===== config.mk =====
export PLATFORM = sky130hd
export DESIGN_NAME = multi_mode_frame_run_decoder
export DESIGN_NICKNAME = d
export VERILOG_FILES = /design/src/hw/rtl/mmfrd_pkg.sv /design/src/hw/rtl/mmfrd_decode.sv /design/src/hw/rtl/multi_mode_frame_run_decoder.sv
export VERILOG_INCLUDE_DIRS = /design/src /design/src/hw/rtl
export SDC_FILE = /design/constraint.sdc
export NUM_CORES = 1
export LEC_CHECK = 0
export CAP_MARGIN = 20
export CORE_MARGIN = 5
export CORE_UTILIZATION = 43
export CTS_CLUSTER_DIAMETER = 200
export CTS_CLUSTER_SIZE = 20
export DETAILED_ROUTE_END_ITERATION = 12
export DONT_BUFFER_PORTS = 1
export GPL_TIMING_DRIVEN = 1
export MAX_ROUTING_LAYER = met4
export SLEW_MARGIN = 20
export SYNTH_ARGS = -nofsm -noshare
export SYNTH_HDL_FRONTEND = slang
export SYNTH_SLANG_ARGS = --single-unit
export TNS_END_PERCENT = 5

===== constraint.sdc =====
create_clock -name clk_i -period 7.7 [get_ports clk_i]
set_clock_uncertainty 0.15 [all_clocks]
set_input_delay 1.54 -clock clk_i [delete_from_list [all_inputs] [get_ports clk_i]]
set_output_delay 1.54 -clock clk_i [all_outputs]
set_load 0.1 [all_outputs]

===== src/hw/rtl/multi_mode_frame_run_decoder_macros.svh =====
// Assertion macros shared by the frame run decoder RTL.
`ifndef MULTI_MODE_FRAME_RUN_DECODER_MACROS_SVH
`define MULTI_MODE_FRAME_RUN_DECODER_MACROS_SVH

// Checks that a condition holds at every clock edge outside reset.
`define MMFRD_ASSERT(lbl, prop, msg) \
  lbl: assert property (@(posedge clk_i) disable iff (!rst_ni) (prop)) else $error(msg);

// Checks that a condition in one cycle is followed by a result in the next.
`define MMFRD_ASSERT_NEXT(lbl, cond, expr, msg) \
  lbl: assert property (@(posedge clk_i) disable iff (!rst_ni) (cond) |=> (expr)) else $error(msg);

`endif


===== src/hw/rtl/mmfrd_pkg.sv =====
// Types, constants and codes of the multi-mode frame run decoder.
`timescale 1ns / 1ps

package mmfrd_pkg;

  localparam int PositionBits = 19;
  localparam int PosW         = 19;
  localparam int GapW         = 10;
  localparam int ByteW        = 8;
  localparam int PalW         = 9;
  localparam int AdvW         = 13;
  localparam int LineWidth    = 640;
  localparam int CopyBack     = 2048;
  localparam int InDataW      = 8;
  localparam int InUserW      = 1;
  localparam int OutUserW     = 2;
  localparam int OutDataW     = 72;
  localparam int OutFieldW    = 65;

  typedef enum logic [2:0] {
    ModeEmpty  = 3'd0,
    ModeType3  = 3'd1,
    ModeType4  = 3'd2,
    ModeType5  = 3'd3,
    ModeType7  = 3'd4,
    ModeTypeFF = 3'd5
  } mode_e;

  typedef enum logic [1:0] {
    RegMode  = 2'd0,
    RegStart = 2'd1,
    RegEnd   = 2'd2,
    RegGap   = 2'd3
  } cfg_reg_e;

  typedef enum logic {
    KindFill = 1'b0,
    KindCopy = 1'b1
  } kind_e;

  typedef struct packed {
    logic               awaiting;
    logic [ByteW-1:0]   held;
    logic [PalW-1:0]    palette;
    logic               finished;
  } ctl_t;

  typedef struct packed {
    logic [GapW-1:0]    line_gap;
    logic [PosW-1:0]    end_pos;
    logic [PosW-1:0]    start_pos;
    logic [2:0]         mode;
  } cfg_t;

  typedef struct packed {
    logic               decode_error;
    logic               frame_done;
    logic [PalW-1:0]    palette_count;
    logic [PosW-1:0]    copy_source;
    logic [ByteW-1:0]   fill_value;
    logic [ByteW-1:0]   run_length;
    logic [PosW-1:0]    run_start;
    logic               write_kind;
    logic               write_valid;
  } res_t;

endpackage


===== src/hw/rtl/mmfrd_decode.sv =====
// Decode of one stream byte into the next decoder state and one result item.
`timescale 1ns / 1ps

module mmfrd_decode #(
  parameter int POSITION_BITS = mmfrd_pkg::PositionBits
) (
  input  mmfrd_pkg::cfg_t            cfg_i,
  input  logic [7:0]                 byte_i,
  input  logic                       frame_start_i,
  input  logic [POSITION_BITS-1:0]   pos_i,
  input  mmfrd_pkg::ctl_t            ctl_i,
  output logic [POSITION_BITS-1:0]   pos_o,
  output mmfrd_pkg::ctl_t            ctl_o,
  output mmfrd_pkg::res_t            res_o
);
  import mmfrd_pkg::*;

  localparam int PW   = POSITION_BITS;
  localparam int SumW = ((PW > AdvW) ? PW : AdvW) + 1;
  localparam int ExtW = (SumW > PosW) ? SumW : PosW;

  logic [ExtW-1:0]  pos_max_ext;
  logic [ExtW-1:0]  start_ext;
  logic [ExtW-1:0]  end_ext;
  logic [PW-1:0]    pos0;
  ctl_t             ctl0;
  logic [ExtW-1:0]  pos0_ext;
  logic [AdvW-1:0]  gap;
  logic             mode_known;
  logic             active;

  logic [AdvW-1:0]  adv;
  logic             hold_en;
  logic             note_en;
  logic [7:0]       note_v;
  logic             fill_en;
  logic [7:0]       fill_v;
  logic [7:0]       fill_n;
  logic             copy_en;
  logic [7:0]       copy_n;
  logic [7:0]       h;
  logic [AdvW-1:0]  v13;
  logic [11:0]      v12;

  logic [ExtW-1:0]  sum_ext;
  logic [ExtW-1:0]  reach_ext;
  logic [ExtW-1:0]  src_ext;
  logic             copy_neg;
  logic [PW-1:0]    pos_next;

  assign pos_max_ext = ExtW'({PW{1'b1}});
  assign start_ext   = ExtW'(cfg_i.start_pos);
  assign end_ext     = ExtW'(cfg_i.end_pos);
  assign gap = ({3'b000, cfg_i.line_gap} > AdvW'(LineWidth)) ? AdvW'(LineWidth)
                                                             : {3'b000, cfg_i.line_gap};

  always_comb begin
    if (frame_start_i) begin
      pos0          = (start_ext > pos_max_ext) ? {PW{1'b1}} : PW'(start_ext);
      ctl0.awaiting = 1'b0;
      ctl0.held     = '0;
      ctl0.palette  = PalW'(1);
      ctl0.finished = 1'b0;
    end else begin
      pos0 = pos_i;
      ctl0 = ctl_i;
    end
  end

  assign pos0_ext   = ExtW'(pos0);
  assign mode_known = (cfg_i.mode >= ModeType3) && (cfg_i.mode <= ModeTypeFF);
  assign active     = mode_known && !ctl0.finished && (pos0_ext < end_ext);
  assign h          = ctl0.held;

  always_comb begin
    adv     = '0;
    hold_en = 1'b0;
    note_en = 1'b0;
    note_v  = '0;
    fill_en = 1'b0;
    fill_v  = '0;
    fill_n  = '0;
    copy_en = 1'b0;
    copy_n  = '0;
    v13     = '0;
    v12     = '0;
    if (active) begin
      unique case (cfg_i.mode)
        ModeType3, ModeType4: begin
          if (ctl0.awaiting) begin
            if (h[7]) begin
              v13 = {h[4:0], byte_i};
              adv = v13[12] ? {1'b0, v13[11:0]} : v13 + AdvW'(2);
            end else begin
              fill_en = 1'b1;
              fill_v  = (cfg_i.mode == ModeType3) ? {5'b0, h[2:0]} : {4'b0, h[3:0]};
              fill_n  = byte_i;
            end
          end else if (byte_i[7]) begin
            if (byte_i[6]) begin
              adv = gap + AdvW'(byte_i[5:0]) + AdvW'(1);
            end else if (byte_i[5]) begin
              hold_en = 1'b1;
            end else begin
              adv = AdvW'(byte_i[5:0]) + AdvW'(2);
            end
          end else begin
            note_en = 1'b1;
            note_v  = (cfg_i.mode == ModeType3) ? {5'b0, byte_i[2:0]} : {4'b0, byte_i[3:0]};
            fill_v  = note_v;
            fill_n  = (cfg_i.mode == ModeType3) ? {3'b0, byte_i[7:3]} : {4'b0, byte_i[7:4]};
            if (fill_n != 8'd0) begin
              fill_en = 1'b1;
            end else begin
              hold_en = 1'b1;
            end
          end
        end
        ModeType5: begin
          if (ctl0.awaiting) begin
            if (h[4:0] == 5'd0) begin
              v12 = {1'b0, h, 3'b000} + {4'b0, byte_i};
              adv = v12[10] ? {3'b000, v12[9:0]} : AdvW'(v12) + AdvW'(2);
            end else begin
              fill_en = 1'b1;
              fill_v  = {3'b0, h[4:0]};
              fill_n  = byte_i;
            end
          end else if (byte_i[4:0] == 5'd0) begin
            hold_en = 1'b1;
          end else begin
            note_en = 1'b1;
            note_v  = {3'b0, byte_i[4:0]};
            fill_v  = note_v;
            fill_n  = {5'b0, byte_i[7:5]};
            if (fill_n != 8'd0) begin
              fill_en = 1'b1;
            end else begin
              hold_en = 1'b1;
            end
          end
        end
        ModeType7: begin
          if (ctl0.awaiting) begin
            if (h[6]) begin
              v12 = {h[3:0], byte_i};
              adv = v12[11] ? {2'b00, v12[10:0]} : AdvW'(v12) + AdvW'(2);
            end else begin
              note_en = 1'b1;
              note_v  = byte_i;
              fill_en = 1'b1;
              fill_v  = byte_i;
              fill_n  = {2'b0, h[5:0]};
            end
          end else if (byte_i[7]) begin
            if (byte_i[6]) begin
              if (byte_i[5]) begin
                adv = gap + AdvW'(byte_i[4:0]) + AdvW'(1);
              end else if (byte_i[4]) begin
                hold_en = 1'b1;
              end else begin
                adv = AdvW'(byte_i[4:0]) + AdvW'(2);
              end
            end else begin
              hold_en = 1'b1;
            end
          end else begin
            note_en = 1'b1;
            note_v  = byte_i;
            fill_en = 1'b1;
            fill_v  = byte_i;
            fill_n  = 8'd1;
          end
        end
        ModeTypeFF: begin
          if (ctl0.awaiting) begin
            if (h < 8'he0) begin
              copy_en = 1'b1;
              copy_n  = {4'b0, h[6:3]} + 8'd3;
              adv     = AdvW'(copy_n);
            end else if (h < 8'hf0) begin
              note_en = 1'b1;
              note_v  = byte_i;
              fill_en = 1'b1;
              fill_v  = byte_i;
              fill_n  = {4'b0, h[3:0]} + 8'd1;
            end else begin
              adv = {1'b0, h[3:0], byte_i};
            end
          end else if (byte_i < 8'h80) begin
            note_en = 1'b1;
            note_v  = byte_i;
            fill_en = 1'b1;
            fill_v  = byte_i;
            fill_n  = 8'd1;
          end else begin
            hold_en = 1'b1;
          end
        end
        default: begin
          adv = '0;
        end
      endcase
      if (fill_en) begin
        adv = AdvW'(fill_n);
      end
    end
  end

  assign sum_ext   = pos0_ext + ExtW'(adv);
  assign pos_next  = (sum_ext > pos_max_ext) ? {PW{1'b1}} : sum_ext[PW-1:0];
  assign reach_ext = pos0_ext + ExtW'({h[2:0], byte_i});
  assign copy_neg  = reach_ext < ExtW'(CopyBack);
  assign src_ext   = reach_ext - ExtW'(CopyBack);
  assign pos_o     = pos_next;

  always_comb begin
    ctl_o = ctl0;
    if (!mode_known) begin
      ctl_o.awaiting = 1'b0;
    end else if (active) begin
      ctl_o.awaiting = hold_en;
      if (hold_en) begin
        ctl_o.held = byte_i;
      end
    end
    if (note_en && (ctl0.palette <= PalW'(note_v))) begin
      ctl_o.palette = PalW'(note_v) + PalW'(1);
    end
    if (ExtW'(pos_next) >= end_ext) begin
      ctl_o.finished = 1'b1;
    end
  end

  always_comb begin
    res_o = '0;
    if (fill_en && (fill_n != 8'd0)) begin
      res_o.write_valid = 1'b1;
      res_o.write_kind  = KindFill;
      res_o.run_start   = pos0_ext[PosW-1:0];
      res_o.run_length  = fill_n;
      res_o.fill_value  = fill_v;
    end else if (copy_en && !copy_neg) begin
      res_o.write_valid = 1'b1;
      res_o.write_kind  = KindCopy;
      res_o.run_start   = pos0_ext[PosW-1:0];
      res_o.run_length  = copy_n;
      res_o.copy_source = src_ext[PosW-1:0];
    end
    res_o.palette_count = ctl_o.palette;
    res_o.frame_done    = ctl_o.finished;
    res_o.decode_error  = (cfg_i.mode > ModeTypeFF) || (copy_en && copy_neg);
  end

endmodule


===== src/hw/rtl/multi_mode_frame_run_decoder.sv =====
// Top level of the multi-mode frame run decoder: stream ports, registers and pipeline.
`timescale 1ns / 1ps

// The decoder takes one byte of a compressed indexed frame per item and gives one result
// item per byte, with a fill or copy command when the byte completes one. An item is
// accepted in every cycle when the output side keeps up. An accepted byte is captured in
// the input register and decoded from there into the output register, which presents
// its result and holds it until it is taken. A result that is not taken holds the input
// register, which then stalls the input side. The rate is set by the combinational
// decode between the input register and the decoder state. Configuration must be
// written only while no item is in flight; the block itself does not enforce this.
`include "multi_mode_frame_run_decoder_macros.svh"

module multi_mode_frame_run_decoder #(
  parameter int POSITION_BITS = mmfrd_pkg::PositionBits
) (
  input  logic                           clk_i,
  input  logic                           rst_ni,
  input  logic                           cfg_valid_i,
  output logic                           cfg_ready_o,
  input  logic [1:0]                     cfg_index_i,
  input  logic [mmfrd_pkg::PosW-1:0]     cfg_data_i,
  input  logic                           s_axis_tvalid,
  output logic                           s_axis_tready,
  // Fields from bit 0: data_byte.
  input  logic [mmfrd_pkg::InDataW-1:0]  s_axis_tdata,
  // Fields from bit 0: frame_start.
  input  logic [mmfrd_pkg::InUserW-1:0]  s_axis_tuser,
  output logic                           m_axis_tvalid,
  input  logic                           m_axis_tready,
  // Fields from bit 0: run_start, run_length, fill_value, copy_source, palette_count,
  // frame_done, decode_error, zero padding.
  output logic [mmfrd_pkg::OutDataW-1:0] m_axis_tdata,
  // Fields from bit 0: write_valid, write_kind.
  output logic [mmfrd_pkg::OutUserW-1:0] m_axis_tuser
);
  import mmfrd_pkg::*;

  cfg_t                      cfg_q;
  logic                      in_vld_q;
  logic [7:0]                in_byte_q;
  logic                      in_fs_q;
  logic [POSITION_BITS-1:0]  pos_q;
  logic [POSITION_BITS-1:0]  pos_d;
  ctl_t                      ctl_q;
  ctl_t                      ctl_d;
  res_t                      res_d;
  res_t                      res_q;
  logic                      out_vld_q;
  logic                      step;
  logic                      out_write;

  assign cfg_ready_o = 1'b1;

  always_ff @(posedge clk_i or negedge rst_ni) begin
    if (!rst_ni) begin
      cfg_q <= '0;
    end else if (cfg_valid_i) begin
      unique case (cfg_index_i)
        RegMode:  cfg_q.mode      <= cfg_data_i[2:0];
        RegStart: cfg_q.start_pos <= cfg_data_i;
        RegEnd:   cfg_q.end_pos   <= cfg_data_i;
        RegGap:   cfg_q.line_gap  <= cfg_data_i[GapW-1:0];
        default:  cfg_q           <= cfg_q;
      endcase
    end
  end

  assign step          = in_vld_q && (!out_vld_q || m_axis_tready);
  assign s_axis_tready = !in_vld_q || step;

  always_ff @(posedge clk_i or negedge rst_ni) begin
    if (!rst_ni) begin
      in_vld_q <= 1'b0;
    end else if (s_axis_tready) begin
      in_vld_q <= s_axis_tvalid;
    end
  end

  always_ff @(posedge clk_i) begin
    if (s_axis_tvalid && s_axis_tready) begin
      in_byte_q <= s_axis_tdata[7:0];
      in_fs_q   <= s_axis_tuser[0];
    end
  end

  mmfrd_decode #(
    .POSITION_BITS(POSITION_BITS)
  ) u_decode (
    .cfg_i         (cfg_q),
    .byte_i        (in_byte_q),
    .frame_start_i (in_fs_q),
    .pos_i         (pos_q),
    .ctl_i         (ctl_q),
    .pos_o         (pos_d),
    .ctl_o         (ctl_d),
    .res_o         (res_d)
  );

  always_ff @(posedge clk_i or negedge rst_ni) begin
    if (!rst_ni) begin
      pos_q            <= '0;
      ctl_q.awaiting   <= 1'b0;
      ctl_q.held       <= '0;
      ctl_q.palette    <= PalW'(1);
      ctl_q.finished   <= 1'b0;
      out_vld_q        <= 1'b0;
    end else if (step) begin
      pos_q     <= pos_d;
      ctl_q     <= ctl_d;
      out_vld_q <= 1'b1;
    end else if (m_axis_tready) begin
      out_vld_q <= 1'b0;
    end
  end

  always_ff @(posedge clk_i) begin
    if (step) begin
      res_q <= res_d;
    end
  end

  assign m_axis_tvalid = out_vld_q;
  assign m_axis_tuser  = {res_q.write_kind, res_q.write_valid};
  assign m_axis_tdata  = {{(OutDataW - OutFieldW){1'b0}},
                          res_q.decode_error, res_q.frame_done, res_q.palette_count,
                          res_q.copy_source, res_q.fill_value, res_q.run_length,
                          res_q.run_start};

  assign out_write = m_axis_tvalid && res_q.write_valid;

  `MMFRD_ASSERT(a_palette_nonzero, ctl_q.palette != '0, "Palette count dropped to zero.")
  `MMFRD_ASSERT_NEXT(a_step_gives_result, step, m_axis_tvalid, "Decoded item not presented.")
  `MMFRD_ASSERT(a_write_has_length, !out_write || (res_q.run_length != '0), "Zero-length write.")
  `MMFRD_ASSERT(a_error_no_write, !out_write || !res_q.decode_error, "Write with an error flag.")

endmodule

After elaboration in Yosys (flattened, before gate mapping)
Index checks and enable logic that the tools add are counted.

word-level totals
  register bits after elaboration = 167
  input bits = 35
  output and inout port bits = 77

cells by class
  add/sub/neg operators = 16
  magnitude comparators = 13
  equal/unequal tests = 8
  mux-type cells = 121
  bitwise operators = 1
  reductions and logical operators = 30

operator list
  kind                                                                                number
  13-bit 2-to-1 mux                                                                   20
  8-bit 2-to-1 mux                                                                    29
  8-bit one-hot mux with 4 select lines                                               3
  19-bit 2-to-1 mux                                                                   4
  29-bit 2-to-1 mux                                                                   2
  13-bit one-hot mux with 4 select lines                                              1
  1-bit 2-to-1 mux                                                                    47
  12-bit by 2-bit adder with 13-bit output (second input constant)                    2
  13-bit by 1-bit adder with 13-bit output (second input constant)                    2
  8-bit less-than comparator (second input constant)                                  3
  19-bit by 11-bit adder with 20-bit output                                           1
  19-bit by 13-bit adder with 20-bit output                                           1
  20-bit by 19-bit greater-than comparator with 1-bit output (second input constant)  1
  20-bit by 12-bit less-than comparator with 1-bit output (second input constant)     1
  19-bit greater-or-equal comparator                                                  1
  19-bit greater-than comparator (second input constant)                              1
  19-bit less-than comparator                                                         1
  19-bit by 12-bit subtractor with 19-bit output (second input constant)              1
  9-bit 2-to-1 mux                                                                    2
  8-bit nonzero test                                                                  2
  5-bit 2-to-1 mux                                                                    3
  13-bit by 2-bit adder with 13-bit output (second input constant)                    1
  13-bit by 5-bit adder with 13-bit output                                            1
  13-bit by 6-bit adder with 13-bit output                                            1
  other kinds (33)                                                                    58

Depth between registers and ports, before layout
  depth in word-level cells = 16
  mapped depth = 35

Hierarchy
A second synthesis with hierarchy kept.

unflattened totals
  cell total of the unflattened synthesis = 1301
  area total of the unflattened synthesis = 12608.3 um^2

by module, submodules not included
  module                        instances  cells each  area an instance (um^2)  seq. area each (um^2)
  mmfrd_decode                  1          1016        6697.7                   0.0
  multi_mode_frame_run_decoder  1          285         5910.7                   4560.6

Least setup slack after synthesis
No wires, ideal clock.

  path type = register to register
  start = register in_fs_q
  end = register ctl_q[0] (netlist bit)
  library setup time = 0.125 ns
  data arrival time = 7.053 ns
  data required time = 7.425 ns
  setup slack = 0.372 ns
  stages on the path, launching flop included = 35
  path buffers = 9
  cell sequence = edfxtp_1 > buf_4 > buf_6 > buf_4 > buf_2 > buf_1 > mux2_2 > ha_1 > a21o_1 > a221o_1 > a21oi_1 > o21ai_1 > a21oi_1 > nand2_1 > buf_2 > buf_1 > a31oi_1 > ha_1 > a21o_1 > a21o_1 > o21ai_0 > a31oi_1 > a31o_2 > nand3_1 > clkbuf_1 > clkbuf_1 > nand2_1 > ha_1 > a21oi_1 > nor3b_1 > o211ai_1 > and3_1 > o41ai_1 > a21oi_1 > mux2_2

RTL lines
  item                    RTL line                             text
  from (decl)             multi_mode_frame_run_decoder.sv:42   logic in_fs_q;
  from (signal assigned)  multi_mode_frame_run_decoder.sv:83   in_fs_q <= s_axis_tuser[0];
  to (signal assigned)    multi_mode_frame_run_decoder.sv:110  ctl_q <= ctl_d;
  to (decl)               multi_mode_frame_run_decoder.sv:45   ctl_t ctl_q;

==> key figures <==
Run status
  • Outcome: finished clean

Setup path
  • Peak fanout along the critical path: 27
  • Arrival time at the worst endpoint: around 7.5 ns
  • Cell depth of the worst setup path: 28
  • Critical Path Most Common Cell: sky130_fd_sc_hd__a21o_1
  • Critical path start-end classification: flip-flop to flip-flop
  • Kind of end point of the critical path: flip-flop
  • FF-to-FF path depth: 28
  • Startpoint type of the worst setup path: flip-flop
  • Largest incremental delay on the critical path: approximately 0.56 ns
  • Bufs and invs on worst path: 3
  • Cell type group with the largest total delay on the critical path: compound AO/OA/AOI/OAI gates
  • Cell at the slowest stage of the critical path: sky130_fd_sc_hd__mux2i_1
  • Data required time at the worst endpoint: ~7.9 ns

Die
  • Die Wd: 180 µm
  • Initial core utilization: 0.433
  • Core area: 0.0286 mm²
  • Area enclosed by the die boundary: about 0.032 mm²
  • # IOs: 112
  • Site row count: 62
  • Height of the die: between 150 and 200 µm

Route
  • DRC Markers: 0
  • Detailed-route wire length: 40.3 mm
  • Routed wire length per instance: ~23 µm
  • Detailed router's first-iteration violation count: 1362
  • First-pass iteration count of the detailed router: 6
  • Number of nets still failing antenna checks after routing: 0
  • Vias per std cell: 6.16
  • Vias: 10700

Job
  • Max-cap viol count: 0

Clock tree
  • TritonCTS clock tree: built
  • Buffer cell driving the clock tree root: sky130_fd_sc_hd__clkbuf_16
  • Clock slew seen by the registers of the worst setup and hold paths: 0.08 ns
  • Clock Latency Late Sink: between 0.4 and 0.5 ns
  • Post-CTS setup buffer count: 0
  • Total clock sinks: 167
  • CTS Buffer Depth: 2
  • Number of H-tree branching levels: 4
  • # hold bufs at CTS: 0
  • Inserted Clock Buffers: 17

Place
  • Final HPWL DP: 30.6 mm
  • Final weighted congestion of routability-driven global placement: 1.02
  • Count of input and output buffers: 0

Power and ir drop
  • Portion of total power attributed to combinational logic: 0.402
  • Total power density per cell area: 294 mW/mm²
  • Fraction of power spent switching nets: 0.456
  • Overall power consumption: 3.96 mW
  • Reg power frac: 0.375
  • Internal power: 2.16 mW
  • Peak supply drop: 0.132 mV
  • Clock share of power: 0.223
  • Static power due to leakage: 5.48 nW
  • Switch Pwr: about 1.8 mW

GRT
  • Pin count of the biggest net entering global routing: slightly above 90
  • Total track usage: 0.252
  • Vias in the first global route: 10100
  • Overflow after GRT: 0
  • Initial antenna violation count: 0
  • Global-route wire length before repair: between 60 and 70 mm

Timing
  • Worst slew margin relative to its limit: 0.266
  • Transition time at the pin with the least slew margin: between 1 and 1.5 ns
  • Count of final hold-check violations: 0
  • Unrepaired setup endpoints after global routing: false
  • Crit path time final: ~7.3 ns
  • Setup total negative slack: 0 ns
  • Highest clock frequency the design can meet: 137 MHz
  • Pins Over Slew Limit: 0
  • Final worst path period share: 0.950
  • Final Setup Violations: 0

Cells and area
  • Multi-input logic area: ~0.0073 mm²
  • Share of cells above drive strength 1: 0.136
  • Register Area: 0.00456 mm²
  • # diodes: 0
  • Fill cell count: about 2700
  • Number of nets in the layout: 1463
  • Synthesis-to-finish area growth: 8.75%

Yosys
  • Portion of the post-synthesis area used by sequential elements: 0.368
  • Largest cells by area after synthesis: sky130_fd_sc_hd__edfxtp_1, sky130_fd_sc_hd__dfrtp_1, sky130_fd_sc_hd__ha_1, sky130_fd_sc_hd__mux2_2, sky130_fd_sc_hd__a21oi_1
  • Cell taking the most area after synthesis: sky130_fd_sc_hd__edfxtp_1
  • Library cell with the highest instance count after synthesis: sky130_fd_sc_hd__nand2_1
  • Average cell area after synthesis: 9.28 µm²
  • Share of synthesized flip-flops with an asynchronous set or reset: 0.545
  • Post-synthesis instance area: 0.0124 mm²
  • Number of warnings issued by yosys: 0
  • Count of mapped cells out of synthesis: 1337
  • EDFF count, synth: 76
  • Count of distinct cell types in the synthesized netlist: 93
  • Ranking of synthesized cells by instance count: sky130_fd_sc_hd__nand2_1, sky130_fd_sc_hd__nor2_1, sky130_fd_sc_hd__dfrtp_1, sky130_fd_sc_hd__ha_1, sky130_fd_sc_hd__a21oi_1
  • Number of register bits inferred by synthesis: 167
  • Post-synth top area share: 0.184
  • Most frequently used flop master after synthesis: sky130_fd_sc_hd__dfrtp_1

Hold path
  • Hold Crit Depth: 2
  • Type of the tightest min-delay check: flip-flop to flip-flop
## what timing repair did
item                       in CTS  in global routing
resized for setup               0                  6
hold endpoints to repair        0                  0
setup endpoints to repair       0                  2
## cell type report
cell class,instances,share of cell area
well taps,384,0.0356
flip-flops and latches,167,0.338
repair buffers,41,0.0234
inverters,64,0.0180
multi-input cells,1043,0.540
clock buffers,18,0.0334
clock inverters,14,0.0114
## worst paths after layout
kind	from	end	slack, ns
max in group asynchronous	rst_ni	cfg_q[39]	6.52
worst max-delay path	in_fs_q	ctl_q[0]	0.38
min in group asynchronous	rst_ni	ctl_q[8]	0.64
worst max register to register	in_fs_q	ctl_q[0]	0.38
worst min-delay path	ctl_q[1]	ctl_q[1]	0.32
worst min register to register	ctl_q[1]	ctl_q[1]	0.32
## cell families (layout without fill, tap and decap cells)
| logic type | after synthesis | in the layout | share of synthesized area |
|---|---|---|---|
| adder cells (fa/ha/maj) | 94 | 94 | 0.0972 |
| XOR/XNOR | 60 | 60 | 0.0424 |
| multiplexers | 76 | 76 | 0.0683 |
| AND/OR/NAND/NOR | 448 | 448 | 0.182 |
| buffers and inverters | 133 | 137 | 0.0485 |
| other | 2 | 8 | 0.000605 |
| AO/OA/AOI/OAI | 357 | 357 | 0.193 |
| flip-flops | 167 | 167 | 0.368 |
## placed cells by master (no fill, tap or decap), types with 9 or more instances in the layout
cell type,Yosys,layout
sky130_fd_sc_hd__and2_1,11,11
sky130_fd_sc_hd__o21a_1,9,9
sky130_fd_sc_hd__o31ai_1,9,9
sky130_fd_sc_hd__nand2_1,115,115
sky130_fd_sc_hd__xnor2_1,36,36
sky130_fd_sc_hd__a22o_1,17,17
sky130_fd_sc_hd__dfrtp_1,90,90
sky130_fd_sc_hd__nand3_1,38,38
sky130_fd_sc_hd__a31oi_1,25,25
sky130_fd_sc_hd__edfxtp_1,76,76
sky130_fd_sc_hd__o22ai_1,11,11
sky130_fd_sc_hd__clkbuf_16,0,18
sky130_fd_sc_hd__buf_4,13,39
sky130_fd_sc_hd__nor3_1,35,34
sky130_fd_sc_hd__or3_1,15,15
sky130_fd_sc_hd__o211ai_1,9,9
sky130_fd_sc_hd__nand4_1,10,10
sky130_fd_sc_hd__nor2b_1,32,32
sky130_fd_sc_hd__nand3b_1,10,10
sky130_fd_sc_hd__a21o_1,21,21
sky130_fd_sc_hd__xor2_1,24,24
sky130_fd_sc_hd__a21oi_1,88,87
sky130_fd_sc_hd__and3_1,13,13
sky130_fd_sc_hd__nand2b_1,14,14
sky130_fd_sc_hd__mux2_2,66,66
sky130_fd_sc_hd__mux2i_1,9,9
sky130_fd_sc_hd__nor2_1,109,109
sky130_fd_sc_hd__inv_1,60,60
sky130_fd_sc_hd__ha_1,90,90
sky130_fd_sc_hd__a211oi_1,10,10
sky130_fd_sc_hd__o21ai_0,72,71
## metrics by stage
step                      hold slack (ns)  instance area, µm²  cells  utilization  setup WS [ns]
final                               0.316               13500   1731        0.471          0.382
after global routing                0.330               13500   1731        0.471        0.00240
after CTS                           0.318               13500   1730        0.470         0.0881
after detailed placement            0.309               12800   1698        0.449          0.138
after global placement              0.300               12800   1698        0.449          0.187
after floorplan                     0.290               12400   1343            -          0.372
## worst reg2reg max path, delay by kind of cell (launching register included)
kind	cells	cell delay, ns
simple gates	6	1.05
mux	2	0.87
buf+inv	3	0.82
fa+ha+maj	3	1.00
compound gates	14	2.93
flops	1	0.40
## registers in the layout, indices dropped and copies added, names as in the netlist
register / flops
ctl_q: 19
in_byte_q: 8
pos_q: 19
in_fs_q: 1
m_axis_tuser: 2
m_axis_tdata: 65
cfg_q: 51
m_axis_tvalid: 1
in_vld_q: 1
## layer usage
metal  part of all wire  GRT usage  vias up
met3              0.088     0.0511       80
met5                  0          -        -
met2               0.42      0.361      532
li1                   -          -     4912
met1               0.46      0.362     5139
met4              0.029     0.0741        0
## power groups by stage
stage                     clock (mW)  combinational (mW)  sequential [mW]
after floorplan                    0                1.17             1.44
after global placement             0                1.55             1.50
after detailed placement           0                1.55             1.50
after CTS                      0.905                1.56             1.48
after global routing           0.936                1.75             1.50
final                          0.885                1.59             1.48
Power figures use the tool's default switching activity.
